==> config.mk <==
export PLATFORM = sky130hd
export DESIGN_NAME = sorted_priority_queue_unit_flat
export DESIGN_NICKNAME = d
export VERILOG_FILES = /design/src/rtl/spq_pkg.sv /design/src/rtl/spq_in_if.sv /design/src/rtl/spq_out_if.sv /design/src/rtl/spq_cell.sv /design/src/rtl/sorted_priority_queue_unit.sv /design/src/flat_wrapper.sv
export SDC_FILE = /design/constraint.sdc
export NUM_CORES = 1
export LEC_CHECK = 0
export ABC_CLOCK_PERIOD_IN_PS = 4700
export BUFFER_PORTS_ARGS = -buffer_cell sky130_fd_sc_hd__buf_2
export CAP_MARGIN = 20
export CORE_MARGIN = 2
export CORE_UTILIZATION = 28
export DETAILED_ROUTE_END_ITERATION = 8
export PLACE_DENSITY = 0.52
export SLEW_MARGIN = 20
export SYNTH_ARGS = -nofsm -noshare
export SYNTH_HDL_FRONTEND = slang
export SYNTH_SLANG_ARGS = --single-unit
==> constraint.sdc <==
create_clock -name clk_i -period 4.7 [get_ports clk_i]
set_clock_uncertainty 0.05 [all_clocks]
set_input_delay 1.41 -clock clk_i [delete_from_list [all_inputs] [get_ports clk_i]]
set_output_delay 1.41 -clock clk_i [all_outputs]
set_load 0.01 [all_outputs]
==> src/rtl/spq_pkg.sv <==
// Package for the sorted priority queue: sizes, codes and word types.
// Depends on nothing; every other source file uses it.
package spq_pkg;

  localparam int unsigned CAPACITY   = 16;
  localparam int unsigned VALUE_BITS = 16;
  localparam int unsigned PRIO_BITS  = 4;
  localparam int unsigned CNT_W      = $clog2(CAPACITY + 1);
  localparam int unsigned OUT_CNT_W  = 5;

  typedef enum logic [1:0] {
    CMD_PUSH  = 2'd0,
    CMD_POP   = 2'd1,
    CMD_CLEAR = 2'd2,
    CMD_QUERY = 2'd3
  } cmd_e;

  typedef enum logic [1:0] {
    CELL_HOLD = 2'd0,
    CELL_PUSH = 2'd1,
    CELL_POP  = 2'd2
  } cell_op_e;

  typedef struct packed {
    cell_op_e               op;
    logic [VALUE_BITS-1:0]  new_value;
    logic [PRIO_BITS-1:0]   new_prio;
  } cell_ctl_t;

  typedef struct packed {
    logic [1:0]            command;
    logic [VALUE_BITS-1:0] value;
    logic [PRIO_BITS-1:0]  priority_req;
  } in_word_t;

  typedef struct packed {
    logic [VALUE_BITS-1:0] front_value;
    logic [VALUE_BITS-1:0] back_value;
    logic [OUT_CNT_W-1:0]  item_count;
    logic                  is_empty;
    logic                  is_full;
    logic                  dropped;
  } out_word_t;

endpackage

==> src/rtl/spq_in_if.sv <==
// Handshake channel for command words into the queue.
// Depends on spq_pkg for the word type.
interface spq_in_if;
  spq_pkg::in_word_t data;
  logic              valid;
  logic              ready;

  modport source (output valid, output data, input ready);
  modport sink   (input valid, input data, output ready);
endinterface

==> src/rtl/spq_out_if.sv <==
// Handshake channel for status words out of the queue.
// Depends on spq_pkg for the word type.
interface spq_out_if;
  spq_pkg::out_word_t data;
  logic               valid;
  logic               ready;

  modport source (output valid, output data, input ready);
  modport sink   (input valid, input data, output ready);
endinterface

==> src/rtl/spq_cell.sv <==
// One slot of the sorted queue: holds a value and its priority and shifts
// toward the tail on an insertion or toward the head on a pop. Uses spq_pkg.
module spq_cell (
  input  logic                          clk_i,
  input  spq_pkg::cell_ctl_t            ctl_i,
  input  logic                          occupied_i,
  input  logic                          left_keeps_i,
  input  logic [spq_pkg::VALUE_BITS-1:0] left_value_i,
  input  logic [spq_pkg::PRIO_BITS-1:0]  left_prio_i,
  input  logic [spq_pkg::VALUE_BITS-1:0] right_value_i,
  input  logic [spq_pkg::PRIO_BITS-1:0]  right_prio_i,
  output logic                          keeps_o,
  output logic [spq_pkg::VALUE_BITS-1:0] value_o,
  output logic [spq_pkg::PRIO_BITS-1:0]  prio_o
);
  import spq_pkg::*;

  logic [VALUE_BITS-1:0] value_q, value_d;
  logic [PRIO_BITS-1:0]  prio_q, prio_d;

  // An occupied slot of strictly higher priority stays ahead of a new word.
  assign keeps_o = occupied_i && (prio_q > ctl_i.new_prio);

  always_comb begin
    value_d = value_q;
    prio_d  = prio_q;
    unique case (ctl_i.op)
      CELL_PUSH: begin
        if (!keeps_o) begin
          if (left_keeps_i) begin
            value_d = ctl_i.new_value;
            prio_d  = ctl_i.new_prio;
          end else begin
            value_d = left_value_i;
            prio_d  = left_prio_i;
          end
        end
      end
      CELL_POP: begin
        value_d = right_value_i;
        prio_d  = right_prio_i;
      end
      CELL_HOLD: begin
      end
      default: begin
      end
    endcase
  end

  always_ff @(posedge clk_i) begin
    value_q <= value_d;
    prio_q  <= prio_d;
  end

  assign value_o = value_q;
  assign prio_o  = prio_q;

endmodule

==> src/rtl/sorted_priority_queue_unit.sv <==
// Top level of the sorted priority queue: a row of spq_cell slots, the
// fill count, the tail copy and the output register.
// Depends on spq_pkg, spq_in_if, spq_out_if and spq_cell.
//
//   Channel  Direction  Word fields
//   in_i     input      command, value, priority_req
//   out_o    output     front_value, back_value, item_count, is_empty,
//                       is_full, dropped
//
// A word is accepted each cycle while
// the status word register is empty or being taken. The status word of a
// command is valid in the cycle after it is accepted. Reset empties the
// queue and the status register; the slot contents need no reset. A stall
// on out_o holds both the status word and the queue contents.
module sorted_priority_queue_unit (
  input  logic       clk_i,
  input  logic       rst_ni,
  spq_in_if.sink     in_i,
  spq_out_if.source  out_o
);
  import spq_pkg::*;

  logic [CNT_W-1:0]      count_q, count_d;
  logic [VALUE_BITS-1:0] tail_q, tail_d;
  logic                  dropped_q, dropped_d;
  logic                  out_valid_q, out_valid_d;
  logic                  accept;
  logic                  full;
  cell_ctl_t             ctl;

  logic [CAPACITY-1:0]   occupied;
  logic [CAPACITY-1:0]   keeps;
  logic [VALUE_BITS-1:0] cell_value [CAPACITY];
  logic [PRIO_BITS-1:0]  cell_prio [CAPACITY];

  assign in_i.ready = !out_valid_q || out_o.ready;
  assign accept     = in_i.valid && in_i.ready;
  assign full       = (count_q == CNT_W'(CAPACITY));

  always_comb begin
    ctl.op        = CELL_HOLD;
    ctl.new_value = in_i.data.value;
    ctl.new_prio  = in_i.data.priority_req;
    count_d       = count_q;
    tail_d        = tail_q;
    dropped_d     = dropped_q;
    out_valid_d   = out_valid_q;
    if (out_o.ready) begin
      out_valid_d = 1'b0;
    end
    if (accept) begin
      out_valid_d = 1'b1;
      dropped_d   = 1'b0;
      unique case (cmd_e'(in_i.data.command))
        CMD_PUSH: begin
          if (full) begin
            dropped_d = 1'b1;
          end else begin
            ctl.op  = CELL_PUSH;
            count_d = count_q + CNT_W'(1);
            if (&(keeps | ~occupied)) begin
              tail_d = in_i.data.value;
            end
          end
        end
        CMD_POP: begin
          if (count_q != '0) begin
            ctl.op  = CELL_POP;
            count_d = count_q - CNT_W'(1);
          end
        end
        CMD_CLEAR: begin
          count_d = '0;
        end
        CMD_QUERY: begin
        end
        default: begin
        end
      endcase
    end
  end

  for (genvar i = 0; i < CAPACITY; i++) begin : g_cell
    logic                  left_keeps;
    logic [VALUE_BITS-1:0] left_value;
    logic [PRIO_BITS-1:0]  left_prio;
    logic [VALUE_BITS-1:0] right_value;
    logic [PRIO_BITS-1:0]  right_prio;

    assign occupied[i] = (count_q > CNT_W'(i));

    if (i == 0) begin : g_head
      assign left_keeps = 1'b1;
      assign left_value = '0;
      assign left_prio  = '0;
    end else begin : g_body
      assign left_keeps = keeps[i-1];
      assign left_value = cell_value[i-1];
      assign left_prio  = cell_prio[i-1];
    end

    if (i == CAPACITY - 1) begin : g_tail
      assign right_value = '0;
      assign right_prio  = '0;
    end else begin : g_inner
      assign right_value = cell_value[i+1];
      assign right_prio  = cell_prio[i+1];
    end

    spq_cell u_cell (
      .clk_i         (clk_i),
      .ctl_i         (ctl),
      .occupied_i    (occupied[i]),
      .left_keeps_i  (left_keeps),
      .left_value_i  (left_value),
      .left_prio_i   (left_prio),
      .right_value_i (right_value),
      .right_prio_i  (right_prio),
      .keeps_o       (keeps[i]),
      .value_o       (cell_value[i]),
      .prio_o        (cell_prio[i])
    );
  end

  always_ff @(posedge clk_i or negedge rst_ni) begin
    if (!rst_ni) begin
      count_q     <= '0;
      dropped_q   <= 1'b0;
      out_valid_q <= 1'b0;
    end else begin
      count_q     <= count_d;
      dropped_q   <= dropped_d;
      out_valid_q <= out_valid_d;
    end
  end

  always_ff @(posedge clk_i) begin
    tail_q <= tail_d;
  end

  // The status word is taken from the queue state, which only changes on
  // an accepted word and therefore holds while the output stalls.
  assign out_o.valid            = out_valid_q;
  assign out_o.data.front_value = (count_q == '0) ? '0 : cell_value[0];
  assign out_o.data.back_value  = (count_q == '0) ? '0 : tail_q;
  assign out_o.data.item_count  = OUT_CNT_W'(count_q);
  assign out_o.data.is_empty    = (count_q == '0);
  assign out_o.data.is_full     = full;
  assign out_o.data.dropped     = dropped_q;

`ifndef NO_ASSERTIONS
  a_count_bound : assert property (@(posedge clk_i) disable iff (!rst_ni)
    count_q <= CNT_W'(CAPACITY))
    else $error("Fill count exceeds the capacity.");

  a_drop_full : assert property (@(posedge clk_i) disable iff (!rst_ni)
    out_valid_q && dropped_q |-> full)
    else $error("A refused push was reported while the queue was not full.");

  a_clear : assert property (@(posedge clk_i) disable iff (!rst_ni)
    accept && (in_i.data.command == CMD_CLEAR) |=> (count_q == '0) && out_valid_q)
    else $error("Clear did not empty the queue.");

  a_hold : assert property (@(posedge clk_i) disable iff (!rst_ni)
    !accept |=> $stable(count_q))
    else $error("Fill count changed without an accepted word.");

  a_head_order : assert property (@(posedge clk_i) disable iff (!rst_ni)
    occupied[1] |-> cell_prio[0] >= cell_prio[1])
    else $error("Head slot is out of priority order.");
`endif

endmodule

==> src/flat_wrapper.sv <==
// flat-port wrapper written by rule: the top's interface ports become plain ports
module sorted_priority_queue_unit_flat import spq_pkg::*;
  (clk_i, rst_ni, in_i_valid, in_i_data, in_i_ready, out_o_valid, out_o_data, out_o_ready);
  spq_in_if in_i_i ();
  spq_out_if out_o_i ();
  input  logic clk_i;
  input  logic rst_ni;
  input wire logic [$bits(in_i_i.valid)-1:0] in_i_valid;
  input wire logic [$bits(in_i_i.data)-1:0] in_i_data;
  output wire logic [$bits(in_i_i.ready)-1:0] in_i_ready;
  output wire logic [$bits(out_o_i.valid)-1:0] out_o_valid;
  output wire logic [$bits(out_o_i.data)-1:0] out_o_data;
  input wire logic [$bits(out_o_i.ready)-1:0] out_o_ready;
  assign in_i_i.valid = in_i_valid;
  assign in_i_i.data = in_i_data;
  assign in_i_ready = in_i_i.ready;
  assign out_o_valid = out_o_i.valid;
  assign out_o_data = out_o_i.data;
  assign out_o_i.ready = out_o_ready;
  sorted_priority_queue_unit u_core (.clk_i(clk_i), .rst_ni(rst_ni), .in_i(in_i_i), .out_o(out_o_i));
endmodule
Word-level counts from Yosys, hierarchy flattened
Cells that the tools add are included.
Cells by class
  add/sub/neg operators: 2
  bitwise gates (word level): 3
  mux-type cells: 107
  equality and inequality tests: 23
  reduce and logical (&&, ||, !) cells: 43
  $lt $le $gt $ge: 32
Operators with widths (count)
  $mux W16: 33
  $pmux W16 S2: 16
  $pmux W4 S2: 16
  $mux W4: 31
  $gt A4 B4 Y1: 16
  $gt A5 B4 Y1 const B: 8
  $ne A2 B2 Y1 const B: 17
  $reduce_and A2 Y1: 16
  $gt A5 B3 Y1 const B: 4
  $reduce_and A19 Y1: 1
  $logic_and A1 B1 Y1: 17
  $not A16 Y16: 1
  $or A16 B16 Y16: 1
  $pmux W5 S3: 1
  $gt A5 B1 Y1 const B: 2
  $gt A5 B2 Y1 const B: 2
  $mux W5: 2
  $add A5 B1 Y5 const B: 1
  $eq A5 B5 Y1 const B: 1
  $logic_not A5 Y1: 1
  $mux W1: 5
  $reduce_bool A5 Y1: 1
  $sub A5 B1 Y5 const B: 1
  $eq A2 B1 Y1 const B: 2
  other kinds (11): 14
Storage, ports and cells
  word-level logic and storage cells: 246
  register bits: 343

Depth between registers and ports, before layout
Gate-level depths: netlist of run 1.
  depth after elaboration: 7
  mapped depth: 12
  mapped depth without buffers: 9

By module
A second synthesis of run 1 with hierarchy kept.
Second synthesis, totals
  cell total of the unflattened synthesis: 1873
  area total of the unflattened synthesis: 20219.4 um2
Modules (own cells, without submodules)
  spq_cell: seq. area each 600.6 um2, instances 16, cells an instance 106, area each 1162.4 um2
  sorted_priority_queue_unit: seq. area each 655.6 um2, instances 1, cells an instance 177, area each 1621.6 um2

Least setup slack after synthesis of run 1
OpenSTA, ideal clock, no wires.
  path kind: input to register
  from: input port in_i_data[1]
  to: register u_core.g_cell[3].u_cell.prio_q[0] (enable)
  stages on the path: 10
  path slack: -566 ps
  buffers on the path: 2
  required time: 4225 ps
  arrival: 4791 ps
  setup time: 425 ps
  cell sequence: clkbuf_1 -> inv_1 -> ha_1 -> nor2b_1 -> o211ai_1 -> a21oi_1 -> o21ai_1 -> clkbuf_1 -> inv_1 -> o21ai_0
On the way
  word-level cells in the longest chain between the ends: 4
Ends and longest elaborated chain
  start: declaration: RTL line flat_wrapper.sv:9  | input wire logic [$bits(in_i_i.data)-1:0] in_i_data;
  $gt A4 B4 Y1: RTL line spq_cell.sv:22  | assign keeps_o = occupied_i && (prio_q > ctl_i.new_prio);
  $logic_and A1 B1 Y1: RTL line spq_cell.sv:22
  $ne A2 B2 Y1 (no line)
  $reduce_and A2 Y1 (no line)
  end signal: assignment: RTL line spq_cell.sv:52  | prio_q <= prio_d;
  end: declaration: RTL line spq_cell.sv:19  | logic [PRIO_BITS-1:0] prio_q, prio_d;
No other way between the ends.
A chain may end at the register's enable or synchronous reset.

Worst setup path after layout of run 1
  from: register u_core.count_q[2]
  to: output port out_o_data[22]
On the way
  word-level cells in the longest chain between the ends: 2
Ends and longest elaborated chain
  start: declaration: RTL line sorted_priority_queue_unit.sv:23  | logic [CNT_W-1:0] count_q, count_d;
  start signal: assignment: RTL line sorted_priority_queue_unit.sv:131  | count_q <= count_d;
  $logic_not A5 Y1: RTL line sorted_priority_queue_unit.sv:145  | assign out_o.data.back_value = (count_q == '0) ? '0 : tail_q;
  $mux W16: RTL line sorted_priority_queue_unit.sv:145
  end: declaration: RTL line flat_wrapper.sv:12  | output wire logic [$bits(out_o_i.data)-1:0] out_o_data;
No other way between the ends.

==> flow_metrics.py, run 1 <==
metrics = {
    "route": {
        "drtPass1Iterations": 5,
        "dr_total_vias": 13500,
        "post-route-drc-count": 0,
        "detail_route.wirelength_um": 51400,
        "vias_per_cell": 5.02,
        "initialDrtViolationCount": 943,
        "detail-route-antenna-nets": 0,
        "post_drt_wl_per_cell_um": 19.1,
    },
    "power_and_ir_drop": {
        "power_per_cell_area_mw_per_mm2": 463,
        "cellLeakagePower_nw": 7.87,
        "ir_worst_vdd_mv": 0.228,
        "finalPower_mw": 10.1,
    },
    "layout": {
        "most_common_cell_after_layout_fill_and_taps_aside": "sky130_fd_sc_hd__nand2_1",
        "antenna_cells": 0,
        "most-common-layout-cells": "sky130_fd_sc_hd__nand2_1, sky130_fd_sc_hd__edfxtp_1, sky130_fd_sc_hd__mux2i_1",
        "finish.cell_count_without_fillers": 2694,
        "layout-drive-gt1-share": 0.120,
        "finalNetCount": 1892,
        "fin_area_mm2": 0.0218,
        "areaGrowthSynthToFinish_pct": 13.9,
        "postLayoutCoreUtil": 0.323,
    },
    "global_routing": {
        "grt_busiest_layer": "met2",
        "globalRouteTotalUtil": 0.145,
        "grt_pass1_wl_um": 81500,
        "globalRouteOverflowTotal": 0,
        "grt_antenna_before_repair": 4,
        "grt_util_met2": 0.249,
        "gr-usage-met3": 0.0234,
        "grt_max_degree": 143,
        "grt_pass1_vias": 14100,
        "met1_usage": 0.193,
    },
    "sta": {
        "slew_headroom": 0.520,
        "setup_violations": 0,
        "maxSlewViolCount": 0,
        "report.final.hold_viol_count": 0,
        "timing.hold.ws_ns": 0.470,
        "fin_crit_sh": 0.906,
        "period_needed_ns": 4.26,
        "grt_setup_unrepaired": "false",
        "setup_tns_ns": 0,
        "max_clock_freq_mhz": 235,
        "layout_setup_ws_ns": 0.443,
        "worst_pin_slew_ns": 0.702,
    },
    "synthesis": {
        "mappedNetlistNets": 1862,
        "syn_std_cell_area_mm2": 0.0191,
        "ys_seq_area_frac": 0.537,
        "synth_cell_type_count": 56,
        "syn_avg_cell_area_um2": 10.8,
        "postSynth.topFlopCell": "sky130_fd_sc_hd__edfxtp_1",
        "synth.ff_latch_count": 343,
        "ys.warnings.count": 0,
        "instance_count_of_the_mapped_netlist": 1764,
        "synth_edf_count": 336,
        "synth-async-reset-ratio": 0.0204,
    },
    "clock_tree": {
        "master_cell_of_the_clock_root_buffer": "sky130_fd_sc_hd__clkbuf_16",
        "clk_path_buf_depth": 3,
        "clock_tree_from_tritoncts": "built",
        "cts_hold_buf": 0,
        "cts.sinks": 343,
        "htree_levels": 2,
        "postCtsResizedCells": 0,
        "clock_latency_ns": 0.56,
        "post-cts-setup-buffer-count": 0,
        "num_cts_buffers": 39,
        "cts.clk_slew.worst_paths_ns": 0.06,
    },
    "setup_path": {
        "slowest_delay_ns": 0.61,
        "critPathMaxFanout": 22,
        "worst_setup_path_type": "flip-flop to primary output",
        "kind_of_launch_point_of_the_worst_setup_path": "flip-flop",
        "timing.critical_path.slowest_stage_cell": "sky130_fd_sc_hd__dfrtp_1",
        "required_ns": 3.24,
        "critPathCaptureType": "primary output",
        "critPathArrivalTime_ns": 2.80,
        "crit_chain": "nor3_2 -> and2_2 -> buf_4 -> nor2b_1 -> buf_2",
    },
    "die": {
        "initial_utilization": 0.284,
        "floorplan.die.height_um": 265,
        "rows": 95,
        "fp.dieW_um": 265,
        "core_area_mm2": 0.0674,
        "die-area_mm2": 0.0704,
        "io_pins": 68,
    },
    "placed_design": {
        "dpl_cell_area_mm2": 0.0206,
        "port_buffers": 67,
        "hpwlAfterDp_um": 36100,
        "post-place-cells": 2626,
        "routabilityCongestion": 0.799,
        "pre_cts_ws_ns": 0.482,
    },
    "min_path": {
        "worst_hold_path_type": "flip-flop to flip-flop",
    },
    "job": {
        "cap_viol_max_count": 0,
    },
    "outcome": {
        "status": "finished clean",
    },
}
==> per-layer routing <==
| metal | up-vias | share of wire | wire (um) |
|---|---|---|---|
| li1 | 6440 | - | - |
| met1 | 6779 | 0.46 | 23700 |
| met2 | 236 | 0.49 | 25000 |
| met3 | 64 | 0.036 | 1850 |
| met4 | 6 | 0.016 | 841 |
| met5 | - | 0.00074 | 38 |
==> synthesized netlist by cell type (3+ instances only) <==
cell | count | share of area
sky130_fd_sc_hd__dfrtp_1 | 7 | 0.0092
sky130_fd_sc_hd__a31oi_1 | 3 | 0.00098
sky130_fd_sc_hd__nand2_1 | 352 | 0.069
sky130_fd_sc_hd__inv_2 | 3 | 0.00059
sky130_fd_sc_hd__nor2b_1 | 41 | 0.013
sky130_fd_sc_hd__clkbuf_1 | 60 | 0.012
sky130_fd_sc_hd__o21ai_1 | 73 | 0.019
sky130_fd_sc_hd__buf_2 | 49 | 0.013
sky130_fd_sc_hd__nand2b_1 | 6 | 0.0020
sky130_fd_sc_hd__o21ai_0 | 254 | 0.066
sky130_fd_sc_hd__o22ai_1 | 6 | 0.0020
sky130_fd_sc_hd__edfxtp_1 | 336 | 0.53
sky130_fd_sc_hd__and4_1 | 4 | 0.0018
sky130_fd_sc_hd__and3b_1 | 3 | 0.0014
sky130_fd_sc_hd__nand4_1 | 5 | 0.0016
sky130_fd_sc_hd__a41oi_1 | 3 | 0.0014
sky130_fd_sc_hd__nand3_1 | 7 | 0.0018
sky130_fd_sc_hd__ha_1 | 72 | 0.047
sky130_fd_sc_hd__inv_1 | 33 | 0.0065
sky130_fd_sc_hd__buf_4 | 19 | 0.0075
sky130_fd_sc_hd__a2111oi_0 | 3 | 0.0014
sky130_fd_sc_hd__buf_1 | 3 | 0.00059
sky130_fd_sc_hd__nor2_1 | 46 | 0.0090
sky130_fd_sc_hd__a21oi_1 | 27 | 0.0071
sky130_fd_sc_hd__clkbuf_2 | 8 | 0.0021
sky130_fd_sc_hd__o31ai_1 | 3 | 0.0012
sky130_fd_sc_hd__mux2i_1 | 299 | 0.16
==> flip-flops by register name, summed over array words and instances, names as in the netlist <==
signal,cells
u_core.count_q,5
u_core.tail_q,16
u_core.g_cell.u_cell.prio_o,64
u_core.out_o.valid,1
u_core.dropped_q,1
u_core.g_cell.u_cell.value_o,256
==> cells by family after synthesis <==
kind of cell	after synthesis	synth area share
flops	343	0.537
fa+ha+maj	72	0.0471
buf+inv	176	0.0424
mux	300	0.157
simple gates	481	0.107
compound gates	392	0.109
==> worst paths after layout <==
check,startpoint,to,slack [ns],cells past startpoint
max in group asynchronous,rst_ni,u_core.dropped_q,3.81,1
min in group asynchronous,rst_ni,u_core.count_q[4],0.63,1
max,u_core.count_q[2],out_o_data[22],0.44,5
min,u_core.dropped_q,u_core.dropped_q,0.47,1
max reg2reg,u_core.count_q[2],u_core.g_cell[3].u_cell.value_o[2],1.00,7
min reg2reg,u_core.dropped_q,u_core.dropped_q,0.47,1
==> report_power, final <==
part / switching (mW) / total, mW / internal [mW]
registers: 0.268 / 4.20 / 3.93
clock network: 1.24 / 2.86 / 1.61
logic: 1.81 / 3.02 / 1.22
==> cell type report <==
class | count | area [um2]
clock buffer | 48 | 1030
clock inverter | 20 | 133
fill | 6790 | 45600
inverter | 36 | 135
multi-input combinational | 1245 | 8170
sequential | 343 | 10300
tap | 873 | 1090
timing repair buffer | 129 | 963
==> critical path, delay by kind of cell (launching register included) <==
kind	cells	cell delay, ns
and+or+nand+nor	3	1.13
DFF	1	0.61
buffers and inverters	2	0.45
No activity file was read; power rests on OpenSTA's default activity.
==> run 2: changes to the inputs <==
Settings changed: PLACE_DENSITY 0.52 to default.
==> flow_metrics.py, run 2 (synthesis results as in run 1) <==
metrics = {
    "outcome": {
        "status": "finished clean",
    },
    "setup_path": {
        "worstRegToRegCells": 8,
        "required_ns": 3.24,
        "worstReg2RegStart": "u_core.count_q[0]",
        "worst_setup_path_type": "flip-flop to primary output",
        "critPathArrivalTime_ns": 2.61,
        "critPathMaxFanout": 36,
        "crit_chain": "inv_2 -> ha_1 -> and2_2 -> nor2b_1 -> buf_2",
        "rr_endpoint": "u_core.g_cell[15].u_cell.value_o[7]",
        "kind_of_launch_point_of_the_worst_setup_path": "flip-flop",
        "timing.critical_path.slowest_stage_cell": "sky130_fd_sc_hd__and2_2",
        "slowest_delay_ns": 0.78,
        "critPathCaptureType": "primary output",
        "reg2reg_slack_ns": 0.97,
    },
    "layout": {
        "postLayoutCoreUtil": 0.324,
        "most_common_cell_after_layout_fill_and_taps_aside": "sky130_fd_sc_hd__nand2_1",
        "finalNetCount": 1891,
        "flip_flop_count_of_the_largest_register_after_layout": 256,
        "antenna_cells": 0,
        "fin_area_mm2": 0.0218,
        "layout-drive-gt1-share": 0.121,
        "areaGrowthSynthToFinish_pct": 14.1,
        "most-common-layout-cells": "sky130_fd_sc_hd__nand2_1, sky130_fd_sc_hd__edfxtp_1, sky130_fd_sc_hd__mux2i_1",
    },
    "sta": {
        "report.final.hold_viol_count": 0,
        "worst_pin_slew_ns": 1.08,
        "fin_crit_sh": 0.865,
        "slew_headroom": 0.279,
        "setup_violations": 0,
        "maxSlewViolCount": 0,
        "max_clock_freq_mhz": 246,
        "grt_setup_unrepaired": "false",
        "timing.hold.ws_ns": 0.466,
        "setup_tns_ns": 0,
        "period_needed_ns": 4.07,
    },
    "clock_tree": {
        "post-cts-setup-buffer-count": 0,
        "num_cts_buffers": 37,
        "htree_levels": 2,
        "clock_latency_ns": 0.54,
        "master_cell_of_the_clock_root_buffer": "sky130_fd_sc_hd__clkbuf_16",
        "clock_tree_from_tritoncts": "built",
        "clk_path_buf_depth": 3,
        "postCtsResizedCells": 0,
        "cts_hold_buf": 0,
        "cts.clk_slew.worst_paths_ns": 0.06,
        "cts.sinks": 343,
    },
    "global_routing": {
        "grt_max_degree": 194,
        "grt_pass1_vias": 13800,
        "grt_antenna_before_repair": 1,
        "grt_pass1_wl_um": 78200,
        "globalRouteOverflowTotal": 0,
        "globalRouteTotalUtil": 0.140,
    },
    "job": {
        "cap_viol_max_count": 0,
    },
    "power_and_ir_drop": {
        "cellLeakagePower_nw": 7.89,
        "ir_worst_vdd_mv": 0.243,
        "finalPower_mw": 10.1,
        "power_per_cell_area_mw_per_mm2": 463,
    },
    "route": {
        "detail_route.wirelength_um": 50500,
        "drtPass1Iterations": 7,
        "post_drt_wl_per_cell_um": 18.7,
        "vias_per_cell": 5.04,
        "initialDrtViolationCount": 981,
        "post-route-drc-count": 0,
        "dr_total_vias": 13600,
        "detail-route-antenna-nets": 0,
    },
    "die": {
        "initial_utilization": 0.284,
        "core_area_mm2": 0.0674,
        "io_pins": 68,
        "die-area_mm2": 0.0704,
        "rows": 95,
        "fp.dieW_um": 265,
        "floorplan.die.height_um": 265,
    },
    "placed_design": {
        "port_buffers": 67,
        "dpl_cell_area_mm2": 0.0207,
        "hpwlAfterDp_um": 34900,
        "routabilityCongestion": 0.829,
    },
    "min_path": {
        "worst_hold_path_type": "flip-flop to flip-flop",
        "timing.hold.worst_path_depth": 1,
        "hold-path-endpoint": "u_core.dropped_q",
        "worst_hold_startpoint": "u_core.dropped_q",
    },
}
==> run 2: cell types whose count changed in the layout (fill, tap and decap cells not counted), sizes merged <==
cell,change
buf,+1
bufinv,+1
clkinvlp,-1
clkinv,-1
inv,+1
==> run 2: worst max-delay path, delay by kind of cell, from the launching register on <==
family,cells,cell delay (ns)
simple gates,2,0.93
flops,1,0.54
fa+ha+maj,1,0.22
buf+inv,2,0.34
==> run 2: through the flow <==
step / setup WS, ns / std cells
after global routing: 0.497 / 2695
after global placement: 0.0784 / 2627
after detailed placement: 0.197 / 2627
final: 0.633 / 2695
after CTS: 0.549 / 2695
after floorplan: -0.0169 / 1764
==> run 2: metal layers <==
| layer | GRT usage | share of wire | routed length, um |
|---|---|---|---|
| met1 | 0.180 | 0.44 | 22300 |
| met5 | 0 | 0.00026 | 13 |
| met3 | 0.0200 | 0.041 | 2080 |
| met2 | 0.241 | 0.49 | 24700 |
| met4 | 0.0454 | 0.027 | 1370 |
==> run 2: report_power, final <==
| group | internal (mW) | switching (mW) |
|---|---|---|
| sequential | 3.93 | 0.218 |
| combinational | 1.23 | 1.88 |
| clock | 1.63 | 1.23 |
| total | 6.79 | 3.33 |
==> run 2: worst max path at each step <==
stage	from	endpoint	slack [ns]	depth (start not counted)
floorplan	in_i_data[2]	u_core.g_cell[1].u_cell.prio_o[0]	-0.02	8
global placement	in_i_data[2]	u_core.g_cell[12].u_cell.prio_o[0]	0.08	10
detailed placement	in_i_data[2]	u_core.g_cell[2].u_cell.value_o[8]	0.20	9
CTS	u_core.count_q[0]	out_o_data[32]	0.55	5
global route	u_core.count_q[0]	out_o_data[32]	0.50	5
finish	u_core.count_q[0]	out_o_data[32]	0.63	5
==> run 2: area by class of cell <==
class | count | area, um2
Clock buffer | 48 | 1010
Clock inverter | 20 | 148
Fill cell | 6741 | 45600
Inverter | 36 | 135
Multi-Input combinational cell | 1245 | 8200
Sequential cell | 343 | 10300
Tap cell | 873 | 1090
Timing Repair Buffer | 130 | 971
